--- config.mk ---
export PLATFORM = sky130hd
export DESIGN_NAME = vector_heading_degrees
export DESIGN_NICKNAME = d
export VERILOG_FILES = /design/src/rtl/vhd_pkg.sv /design/src/rtl/vhd_front.sv /design/src/rtl/vhd_div_cell.sv /design/src/rtl/vhd_back.sv /design/src/rtl/vector_heading_degrees.sv
export SDC_FILE = /design/constraint.sdc
export NUM_CORES = 1
export LEC_CHECK = 0
export ABC_AREA = 1
export BUFFER_PORTS_ARGS = -buffer_cell sky130_fd_sc_hd__buf_2
export CORE_MARGIN = 2
export CORE_UTILIZATION = 40
export DETAILED_ROUTE_END_ITERATION = 12
export PLACE_DENSITY = 0.57
export SLEW_MARGIN = 10
export SYNTH_ARGS = -nofsm -noshare
export SYNTH_HDL_FRONTEND = slang
export SYNTH_SLANG_ARGS = --single-unit
--- constraint.sdc ---
create_clock -name clk_i -period 5.35 [get_ports clk_i]
set_input_delay 0.535 -clock clk_i [delete_from_list [all_inputs] [get_ports clk_i]]
set_output_delay 0.535 -clock clk_i [all_outputs]
set_load 0.01 [all_outputs]
--- src/rtl/vhd_pkg.sv ---
// Package for vector_heading_degrees: shared widths, side-band struct,
// angle constants and the arctangent table. No dependencies.
`default_nettype none
package vhd_pkg;

  localparam int unsigned RATIO_STEPS = 100;
  // Quotient bits: the rounded ratio never exceeds RATIO_STEPS.
  localparam int unsigned QUOT_W      = $clog2(RATIO_STEPS + 1);
  localparam int unsigned ANG_W       = 6;   // table entries 0..45
  localparam int unsigned HEAD_W      = 9;

  localparam logic [HEAD_W-1:0] DEG_90  = 9'd90;
  localparam logic [HEAD_W-1:0] DEG_180 = 9'd180;
  localparam logic [HEAD_W-1:0] DEG_360 = 9'd360;

  // Flags that ride along the divider chain with each word.
  typedef struct packed {
    logic zero;    // both components zero
    logic oct;     // |x| >= |y|: angle is taken from 90
    logic x_neg;
    logic y_neg;
  } vhd_side_t;

  // Index is round(tan * 100), entry is the angle in whole degrees.
  localparam logic [ANG_W-1:0] ATAN_DEG [0:RATIO_STEPS] = '{
     6'd0,  6'd1,  6'd1,  6'd2,  6'd3,  6'd3,  6'd4,  6'd4,  6'd5,  6'd5,
     6'd6,  6'd7,  6'd7,  6'd8,  6'd8,  6'd9,  6'd9, 6'd10, 6'd10, 6'd11,
    6'd12, 6'd12, 6'd13, 6'd13, 6'd14, 6'd14, 6'd15, 6'd15, 6'd16, 6'd16,
    6'd17, 6'd17, 6'd18, 6'd19, 6'd19, 6'd20, 6'd20, 6'd21, 6'd21, 6'd22,
    6'd22, 6'd23, 6'd23, 6'd24, 6'd24, 6'd24, 6'd25, 6'd25, 6'd26, 6'd26,
    6'd27, 6'd27, 6'd28, 6'd28, 6'd29, 6'd29, 6'd29, 6'd30, 6'd30, 6'd31,
    6'd31, 6'd32, 6'd32, 6'd32, 6'd33, 6'd33, 6'd34, 6'd34, 6'd34, 6'd35,
    6'd35, 6'd36, 6'd36, 6'd36, 6'd37, 6'd37, 6'd37, 6'd38, 6'd38, 6'd38,
    6'd39, 6'd39, 6'd40, 6'd40, 6'd40, 6'd41, 6'd41, 6'd41, 6'd42, 6'd42,
    6'd42, 6'd42, 6'd43, 6'd43, 6'd43, 6'd44, 6'd44, 6'd44, 6'd45, 6'd45,
    6'd45
  };

endpackage
`default_nettype wire

--- src/rtl/vhd_front.sv ---
// Input stage: magnitudes, octant fold and scaled numerator, registered.
// Depends on vhd_pkg.
`default_nettype none
module vhd_front #(
  parameter int unsigned COORD_BITS = 13
) (
  input  logic                                        clk_i,
  input  logic                                        rst_ni,
  input  logic                                        valid_i,
  input  logic signed [COORD_BITS-1:0]                x_value_i,
  input  logic signed [COORD_BITS-1:0]                y_value_i,
  output logic                                        valid_o,
  output vhd_pkg::vhd_side_t                          side_o,
  output logic [COORD_BITS-1:0]                       div_o,
  output logic [COORD_BITS+vhd_pkg::QUOT_W-1:0]       rem_o
);

  localparam int unsigned NUM_W = COORD_BITS + vhd_pkg::QUOT_W;

  logic [COORD_BITS-1:0] ax, ay, mn, mx;
  logic                  oct;
  logic [NUM_W-1:0]      num;
  vhd_pkg::vhd_side_t    side_d;

  // Two's complement negate in the same width also covers the most negative value.
  assign ax  = x_value_i[COORD_BITS-1] ? (~x_value_i + 1'b1) : x_value_i;
  assign ay  = y_value_i[COORD_BITS-1] ? (~y_value_i + 1'b1) : y_value_i;
  assign oct = (ax >= ay);
  assign mn  = oct ? ay : ax;
  assign mx  = oct ? ax : ay;
  // round half up: (100 * min + max / 2) / max
  assign num = NUM_W'(mn) * NUM_W'(vhd_pkg::RATIO_STEPS) + NUM_W'(mx >> 1);

  always_comb begin
    side_d.zero  = (ax == '0) && (ay == '0);
    side_d.oct   = oct;
    side_d.x_neg = x_value_i[COORD_BITS-1];
    side_d.y_neg = y_value_i[COORD_BITS-1];
  end

  always_ff @(posedge clk_i or negedge rst_ni) begin
    if (!rst_ni) begin
      valid_o <= 1'b0;
    end else begin
      valid_o <= valid_i;
    end
  end

  always_ff @(posedge clk_i) begin
    side_o <= side_d;
    div_o  <= mx;
    rem_o  <= num;
  end

endmodule
`default_nettype wire

--- src/rtl/vhd_div_cell.sv ---
// One restoring-division cell: resolves quotient bit QBIT and hands the
// partial remainder to the next cell. Depends on vhd_pkg.
`default_nettype none
module vhd_div_cell #(
  parameter int unsigned COORD_BITS = 13,
  parameter int unsigned QBIT       = 0
) (
  input  logic                                        clk_i,
  input  logic                                        rst_ni,
  input  logic                                        valid_i,
  input  vhd_pkg::vhd_side_t                          side_i,
  input  logic [COORD_BITS-1:0]                       div_i,
  input  logic [COORD_BITS+vhd_pkg::QUOT_W-1:0]       rem_i,
  input  logic [vhd_pkg::QUOT_W-1:0]                  quot_i,
  output logic                                        valid_o,
  output vhd_pkg::vhd_side_t                          side_o,
  output logic [COORD_BITS-1:0]                       div_o,
  output logic [COORD_BITS+vhd_pkg::QUOT_W-1:0]       rem_o,
  output logic [vhd_pkg::QUOT_W-1:0]                  quot_o
);

  localparam int unsigned NUM_W = COORD_BITS + vhd_pkg::QUOT_W;

  logic [NUM_W:0]                trial;
  logic                          take;
  logic [NUM_W-1:0]              rem_d;
  logic [vhd_pkg::QUOT_W-1:0]    quot_d;

  assign trial  = {1'b0, rem_i} - {1'b0, (NUM_W'(div_i) << QBIT)};
  assign take   = ~trial[NUM_W];
  assign rem_d  = take ? trial[NUM_W-1:0] : rem_i;
  assign quot_d = quot_i | (vhd_pkg::QUOT_W'(take) << QBIT);

  always_ff @(posedge clk_i or negedge rst_ni) begin
    if (!rst_ni) begin
      valid_o <= 1'b0;
    end else begin
      valid_o <= valid_i;
    end
  end

  always_ff @(posedge clk_i) begin
    side_o <= side_i;
    div_o  <= div_i;
    rem_o  <= rem_d;
    quot_o <= quot_d;
  end

endmodule
`default_nettype wire

--- src/rtl/vhd_back.sv ---
// Output stage: arctangent lookup, octant and quadrant unfold, registered.
// Depends on vhd_pkg.
`default_nettype none
module vhd_back (
  input  logic                          clk_i,
  input  logic                          rst_ni,
  input  logic                          valid_i,
  input  vhd_pkg::vhd_side_t            side_i,
  input  logic [vhd_pkg::QUOT_W-1:0]    quot_i,
  output logic                          done_o,
  output logic [vhd_pkg::HEAD_W-1:0]    heading_o,
  output logic                          zero_vector_o
);

  logic [vhd_pkg::QUOT_W-1:0]  idx;
  logic [vhd_pkg::HEAD_W-1:0]  tab, ang, raw, heading_d;

  assign idx = (quot_i > vhd_pkg::QUOT_W'(vhd_pkg::RATIO_STEPS))
             ? vhd_pkg::QUOT_W'(vhd_pkg::RATIO_STEPS) : quot_i;
  assign tab = vhd_pkg::HEAD_W'(vhd_pkg::ATAN_DEG[idx]);
  assign ang = side_i.oct ? (vhd_pkg::DEG_90 - tab) : tab;

  always_comb begin
    case ({side_i.x_neg, side_i.y_neg})
      2'b00:   raw = ang;
      2'b01:   raw = vhd_pkg::DEG_180 - ang;
      2'b10:   raw = vhd_pkg::DEG_360 - ang;
      default: raw = vhd_pkg::DEG_180 + ang;
    endcase
    if (side_i.zero) begin
      heading_d = '0;
    end else if (raw >= vhd_pkg::DEG_360) begin
      heading_d = raw - vhd_pkg::DEG_360;   // full turn wraps to north
    end else begin
      heading_d = raw;
    end
  end

  always_ff @(posedge clk_i or negedge rst_ni) begin
    if (!rst_ni) begin
      done_o <= 1'b0;
    end else begin
      done_o <= valid_i;
    end
  end

  always_ff @(posedge clk_i) begin
    heading_o     <= heading_d;
    zero_vector_o <= side_i.zero;
  end

endmodule
`default_nettype wire

--- src/rtl/vector_heading_degrees.sv ---
// Top level of vector_heading_degrees: input stage, chain of division
// cells, lookup stage. Depends on vhd_pkg, vhd_front, vhd_div_cell, vhd_back.
//
// Usage:
//   Drive x_value_i / y_value_i (signed two's complement) and pulse start.
//   A word is taken at every clock edge where start is high and busy is low;
//   busy is held low, so one vector can enter every cycle.
//   The heading (whole degrees from +y toward +x, 0..359) and zero_vector_o
//   appear for exactly one cycle with done_o high, after the word has passed
//   through the registers in order: one input stage, one division cell per
//   quotient bit (seven), one lookup stage. Words leave in order.
//   Throughput is one vector per cycle; each cell of the restoring divider
//   chain resolves one quotient bit and passes its remainder on each cycle.
//   A zero vector gives heading 0 with zero_vector_o set.
//   Reset clears the valid bits of every stage, dropping words in flight.
//   There is no backpressure: the receiver must take done_o when it comes.
`default_nettype none
module vector_heading_degrees #(
  parameter int unsigned COORD_BITS = 13
) (
  input  logic                          clk_i,
  input  logic                          rst_ni,
  input  logic                          start,
  output logic                          busy,
  input  logic signed [COORD_BITS-1:0]  x_value_i,
  input  logic signed [COORD_BITS-1:0]  y_value_i,
  output logic                          done_o,
  output logic [vhd_pkg::HEAD_W-1:0]    heading_o,
  output logic                          zero_vector_o
);

  localparam int unsigned QW      = vhd_pkg::QUOT_W;
  localparam int unsigned NUM_W   = COORD_BITS + QW;
  localparam int unsigned LATENCY = QW + 2;

  logic                  valid_s [0:QW];
  vhd_pkg::vhd_side_t    side_s  [0:QW];
  logic [COORD_BITS-1:0] div_s   [0:QW];
  logic [NUM_W-1:0]      rem_s   [0:QW];
  logic [QW-1:0]         quot_s  [0:QW];

  assign busy      = 1'b0;
  assign quot_s[0] = '0;

  vhd_front #(
    .COORD_BITS (COORD_BITS)
  ) u_front (
    .clk_i     (clk_i),
    .rst_ni    (rst_ni),
    .valid_i   (start),
    .x_value_i (x_value_i),
    .y_value_i (y_value_i),
    .valid_o   (valid_s[0]),
    .side_o    (side_s[0]),
    .div_o     (div_s[0]),
    .rem_o     (rem_s[0])
  );

  // Cell j settles quotient bit QW-1-j, most significant first.
  for (genvar j = 0; j < QW; j++) begin : g_cell
    vhd_div_cell #(
      .COORD_BITS (COORD_BITS),
      .QBIT       (QW - 1 - j)
    ) u_cell (
      .clk_i   (clk_i),
      .rst_ni  (rst_ni),
      .valid_i (valid_s[j]),
      .side_i  (side_s[j]),
      .div_i   (div_s[j]),
      .rem_i   (rem_s[j]),
      .quot_i  (quot_s[j]),
      .valid_o (valid_s[j+1]),
      .side_o  (side_s[j+1]),
      .div_o   (div_s[j+1]),
      .rem_o   (rem_s[j+1]),
      .quot_o  (quot_s[j+1])
    );
  end

  vhd_back u_back (
    .clk_i         (clk_i),
    .rst_ni        (rst_ni),
    .valid_i       (valid_s[QW]),
    .side_i        (side_s[QW]),
    .quot_i        (quot_s[QW]),
    .done_o        (done_o),
    .heading_o     (heading_o),
    .zero_vector_o (zero_vector_o)
  );

`ifndef SYNTHESIS
  a_heading_range: assert property (@(posedge clk_i) disable iff (!rst_ni)
    done_o |-> heading_o < vhd_pkg::DEG_360)
    else $error("heading out of range");

  a_zero_heading: assert property (@(posedge clk_i) disable iff (!rst_ni)
    done_o && zero_vector_o |-> heading_o == '0)
    else $error("zero vector with nonzero heading");

  a_latency: assert property (@(posedge clk_i) disable iff (!rst_ni)
    start && !busy |-> ##LATENCY done_o)
    else $error("result missing at expected latency");

  a_no_spurious: assert property (@(posedge clk_i) disable iff (!rst_ni)
    done_o |-> $past(start, LATENCY))
    else $error("result without a matching input word");
`endif

endmodule
`default_nettype wire
======== Word level (Yosys, flattened, before mapping) ========
Memories as Yosys holds them, arrays and structs flattened.
Cells that the tools add are included.
storage, ports and cells
  register bits after elaboration ......... 325
  memory bits (read-only) ................. 768
  input bits .............................. 29
  memories ................................ 1
  word-level logic and storage cells ...... 123
  output and inout bits ................... 12
operators by class
  $mul .................................... 1
  magnitude comparators ................... 4
  bitwise gates (word level) .............. 16
  $add $sub $neg .......................... 15
  eq/ne operators ......................... 2
  reduce and logical (&&, ||, !) cells .... 4
  mux-type cells .......................... 16
memories
  memory           depth  width  read ports  clocked after Yosys merged registers in  wr ports  line            text
  (no name shown)  128    6      1           0                                        0         vhd_back.sv:20  assign tab = vhd_pkg::HEAD_W'(vhd_pkg::ATAN_DEG[idx]);
operators by type and width
  operator                                                   number
  2-to-1 mux 20 bit                                          6
  2-to-1 mux 13 bit                                          4
  one-hot mux 9 bit (3 select lines)                         1
  adder 13 x 1 -> 13 bit (second input constant)             2
  logical NOT 13 bit                                         2
  NOT 13 bit                                                 2
  subtractor 20 x 13 -> 21 bit                               1
  subtractor 20 x 14 -> 21 bit                               1
  subtractor 20 x 15 -> 21 bit                               1
  subtractor 20 x 16 -> 21 bit                               1
  subtractor 20 x 17 -> 21 bit                               1
  subtractor 20 x 18 -> 21 bit                               1
  subtractor 20 x 19 -> 21 bit                               1
  adder 20 x 12 -> 20 bit                                    1
  multiplier 13 x 5 -> 18 bit (second input constant)        1
  2-to-1 mux 9 bit                                           2
  greater-or-equal comparator 13 bit                         1
  2-to-1 mux 6 bit                                           2
  adder 8 x 9 -> 9 bit (first input constant)                1
  greater-or-equal comparator 9 bit (second input constant)  1
  subtractor 8 x 9 -> 9 bit (first input constant)           1
  subtractor 9 bit (first input constant)                    1
  subtractor 9 bit (second input constant)                   1
  greater-or-equal comparator 8 bit (second input constant)  1
  15 further kinds                                           21

======== Logic depth before layout (Yosys ltp) ========
  depth in word-level cells ............... 12
  depth in mapped cells ................... 43
  depth with buffers taken out ............ 41

======== Modules after synthesis ========
Synthesis repeated with hierarchy kept, for this count alone.
second synthesis, totals
  cell total of the unflattened synthesis .. 2986
  area, all modules ....................... 21137.8 um2
by module, submodules not included
  module                           cells each  instances  area an instance (um2)  seq. area each (um2)
  vhd_front                        585         1          4021.4                  725.7
  vhd_div_cell (g_cell[6].u_cell)  333         1          2329.7                  905.9
  vhd_div_cell (g_cell[5].u_cell)  316         1          2318.5                  905.9
  vhd_div_cell (g_cell[3].u_cell)  301         1          2167.1                  905.9
  vhd_div_cell (g_cell[2].u_cell)  286         1          2130.8                  905.9
  vhd_div_cell (g_cell[4].u_cell)  289         1          2117.0                  905.9
  vhd_div_cell (g_cell[1].u_cell)  278         1          2074.5                  905.9
  vhd_div_cell (g_cell[0].u_cell)  258         1          2001.9                  905.9
  vhd_back                         338         1          1965.6                  225.2
  vector_heading_degrees           2           1          11.3                    0.0

======== Worst setup path after synthesis ========
No wires, ideal clock.
  path kind ............................... input port to flip-flop
  start point ............................. input y_value_i[0]
  end point ............................... register u_front.rem_o[18] in the netlist's numbering
  required time ........................... 5.227 ns
  data arrival time ....................... 6.308 ns
  stages .................................. 36
  library setup time ...................... 0.123 ns
  slack ................................... -1.082 ns
  path through ............................ inv_1 -> ha_1 -> inv_1 -> nor2_1 -> nand3_1 -> or4_1 -> ha_1 -> inv_1 -> nor2_1 -> nand4_1 -> nor3_1 -> nand2_1 -> nand3_1 -> buf_2 -> inv_1 -> buf_2 -> o21ai_0 -> ha_1 -> ha_1 -> ha_1 -> xor2_1 -> ha_1 -> a21oi_1 -> nand2_1 -> xor2_1 -> ha_1 -> nand2_1 -> o21ai_0 -> a21oi_1 -> inv_1 -> a21oi_1 -> nor3_1 -> nand2_1 -> nor2_1 -> nand3_1 -> xnor2_1
between the ends
  word-level cells in the longest chain between the ends .. 7
  elaborated cells between the ends (all ways) .. 8
ends and longest elaborated chain
  element                             line                          text
  from (decl)                         vector_heading_degrees.sv:26  input logic signed [COORD_BITS-1:0] y_value_i,
  NOT 13 bit                          vhd_front.sv:27               assign ay = y_value_i[COORD_BITS-1] ? (~y_value_i + 1'b1) : y_value_i;
  adder 13 x 1 -> 13 bit              vhd_front.sv:27
  2-to-1 mux 13 bit *                 vhd_front.sv:27
  greater-or-equal comparator 13 bit  vhd_front.sv:28               assign oct = (ax >= ay);
  2-to-1 mux 13 bit                   vhd_front.sv:29               assign mn = oct ? ay : ax;
  multiplier 13 x 5 -> 18 bit         vhd_front.sv:32               assign num = NUM_W'(mn) * NUM_W'(vhd_pkg::RATIO_STEPS) + NUM_W'(mx >> 1);
  adder 20 x 12 -> 20 bit *           vhd_front.sv:32
  named net u_front.num[18]           vhd_front.sv:22               logic [NUM_W-1:0] num;
  to (signal assigned)                vhd_front.sv:52               rem_o <= num;
  to (decl)                           vhd_front.sv:15               output logic [COORD_BITS+vhd_pkg::QUOT_W-1:0] rem_o
Mark *: on every way through the listed nets, which the timed path passes. The rest lies on a longest branch.
A chain may end at the register's enable or synchronous reset.

======== Worst setup path after layout ========
  start point ............................. input y_value_i[1]
  end point ............................... register u_front.rem_o[18] in the netlist's numbering
Same word-level chain as after synthesis.

==> run summary <==
worst skew pair latency: 0.57 ns
startpoint types: input port
CP Class: in2reg
cell mode on critical path: ha_4
RSZ-0062 raised after global routing: true
syn_nets: 2076
Critical Path RT: 5.79 ns
CP Max Fanout: 4
drt pass-1 iters: 4
Hold Path Stages: 1
Cell Rows: 71
Post-route DRC: 0
CTS tree: built
Seq/Total Area, Yosys: 0.3904
HPWL Detailed: 24790 um
Final Hold Fails: 0
final setup fails: 7
critical path's largest stage delay: 0.45 ns
CP Depth: 35
layout overhead on the synthesized area: 27.66%
initial DRC count: 422
Clock transition at path regs: 0.06 ns
failing checks: negative setup slack
area of the multi-input gates: 8687 um^2
cell count after synthesis: 1855
FFs w/ async S/R, synth: 0.03030
Via density: 4.587
CP arrival: 6.03 ns
Worst-Margin Slew: 1.087 ns
Tmin final: 5.588 ns
Detail Route Antenna Nets: 0
Fmax: 179.0 MHz
CP endpoint kind: flop
full die area: 39940 um^2
largest area contributor in the netlist: dfxtp_1
worst-case reg-to-reg path depth: 37
period utilization: 1.044
Max Cap Violations: 0
num ports: 41
Area contributors post-synth: dfxtp_1 38%, ha_1 15%, inv_1 7.6%, nand2_1 6.5%, xor2_1 5.1%
Starting Density: 0.4064
initial antenna violation count: 0
placed cells: 2545
Min-Delay Path Class: in2reg
largest net degree at the start of global routing: 30
Slew Viols, Final: 0
vias in the first global route: 12190
Synth Warn #: 0
FILL cells: 3476
Mapped Area: 15340 um^2
EDFF count, synth: 0
Final TNS setup: -1.280 ns
run status: finished with violations
synth unique cells: 59
input/output buffers: 39
share of the synthesized area in the top cell type: 0.3757
number of synthesized register bits: 297
Final #Nets: 2339
Die Width: 199.9 um
worst setup margin: -0.2378 ns
number of clock sinks: 297
H-tree level count: 1
Core Region: 37760 um^2
Max-slew headroom: 0.2731
GRT overflow: 0
overall routing resource usage: 0.1589
Avg WL per Cell: 11.72 um
sequential cell area: 5992 um^2
Top delay family on crit path: simple AND/OR/NAND/NOR gates
Crit path buffers/inverters: 7
Clock Skews: 0.02506 ns
Bufs on Longest Clock Path: 3
chip height: 199.9 um
CTS Buf Count: 30
GPL Wtd Cong: 0.9755
Util after Layout: 0.5188
antenna cells: 0
pre-CTS setup slack: -0.9847 ns
Avg Cell Area, Syn: 8.272 um^2
most common flop cell mapped by yosys: dfxtp_1
vias: 12170
Slowest-stage cell, CP: or4_4
Layout Cells excl Fill: 2653
root buffer cell: clkbuf_16
Post-Route WL: 31090 um
layout cells sized above 1: 0.2213
first-pass GRT wire length: 53290 um
-- sequential cells by signal, indices dropped and copies added (netlist names) --
| register | cells |
|---|---|
| u_front.rem_o | 20 |
| g_cell.u_cell.div_o | 67 |
| u_front.div_o | 11 |
| g_cell.u_cell.valid_o | 7 |
| u_back.heading_o | 9 |
| g_cell.u_cell.side_o | 28 |
| u_back.zero_vector_o | 1 |
| g_cell.u_cell.quot_o | 28 |
| u_front.side_o | 4 |
| u_front.valid_o | 1 |
| g_cell.u_cell.rem_o | 120 |
| u_back.done_o | 1 |
-- timing repair --
action	in CTS	in global routing
gates resized for setup	54	58
endpoints found under the setup margin	8	16
hold endpoints to repair	9	0
gates cloned	1	0
hold buffers	1	0
pin swaps	43	62
setup buffers	34	16
-- cell usage in the layout (no fill, tap or decap), drive strengths merged, types with 12 or more instances in the layout --
master	count
nand2	282
nand4	14
a21oi	149
clkbuf	33
o21ai	114
inv	317
nor2	137
nand3	87
xor2	89
dfxtp	288
nand3b	12
o21bai	27
buf	255
fa	14
nor3	15
xnor2	36
ha	178
-- through the flow --
stage          hold WS, ns  instance area [um^2]
5_1_grt            0.07702                 19590
3_3_place_gp        0.3097                 17510
3_5_place_dp        0.3121                 17510
2_1_floorplan       0.2394                 15550
6_report           0.09052                 19590
4_1_cts            0.07086                 19180
-- path summary, 6_finish.rpt --
| check | startpoint | endpoint | slack (ns) |
|---|---|---|---|
| worst min-delay path | start | u_front.valid_o | 0.09 |
| worst min register to register | g_cell[5].u_cell.quot_o[2] | g_cell[6].u_cell.quot_o[2] | 0.33 |
| max in group asynchronous | rst_ni | g_cell[4].u_cell.valid_o | 4.80 |
| min in group asynchronous | rst_ni | u_front.valid_o | 0.38 |
| worst max register to register | g_cell[6].u_cell.quot_o[4] | u_back.heading_o[5] | 0.54 |
| worst max-delay path | y_value_i[1] | u_front.rem_o[18] | -0.24 |
-- cell type report --
cell class	count	area share
sequential	297	0.3059
timing repair inverter	1	0.0003832
tap	511	0.03264
timing repair buffer	256	0.09753
multi-input combinational	1216	0.4435
inverter	316	0.06215
clock buffer	33	0.04043
clock inverter	23	0.01750
-- Yosys cell counts (2+ instances only) --
master	count
o31ai_1	2
dfrtp_1	9
a211oi_1	6
nand2_4	5
nor3_1	14
buf_4	4
xor2_1	89
a31oi_1	4
or2_2	4
buf_2	3
ha_1	178
inv_1	310
a21oi_2	2
nand3_1	80
nand3b_1	12
o21ai_0	108
o21bai_1	27
inv_2	4
xnor2_1	35
o211ai_1	5
o21ai_1	6
nand2_1	264
inv_4	2
o221ai_1	2
and2_1	10
a21oi_1	146
nor2_1	127
clkbuf_1	18
nand4_1	13
nor4_1	7
fa_1	14
dfxtp_1	288
a21o_1	5
o21a_1	2
nand2_2	13
nand3_2	6
nor2_4	4
nor2_2	6
-- logic make-up (layout without fill, tap and decap cells) --
logic type / count (synthesis) / count (layout) / synth area share
buf+inv: 342 / 629 / 0.08570
xor+xnor: 125 / 125 / 0.07184
flops: 297 / 297 / 0.3904
compound gates: 326 / 326 / 0.1194
fa+ha+maj: 192 / 192 / 0.1634
other cells: 1 / 1 / 0.0002444
simple gates: 571 / 571 / 0.1683
mux: 1 / 1 / 0.0007338
-- routing by layer --
metal,vias up,global-route usage,wire length [um]
li1,6522,-,-
met1,5489,0.1866,13680
met2,114,0.3050,16040
met3,45,0.01613,672
met4,0,0.04335,700
met5,-,0,0
Power is left out: the tool's default activity adds up to more than one toggle a clock period on the data nets, which glitch-free logic cannot reach.
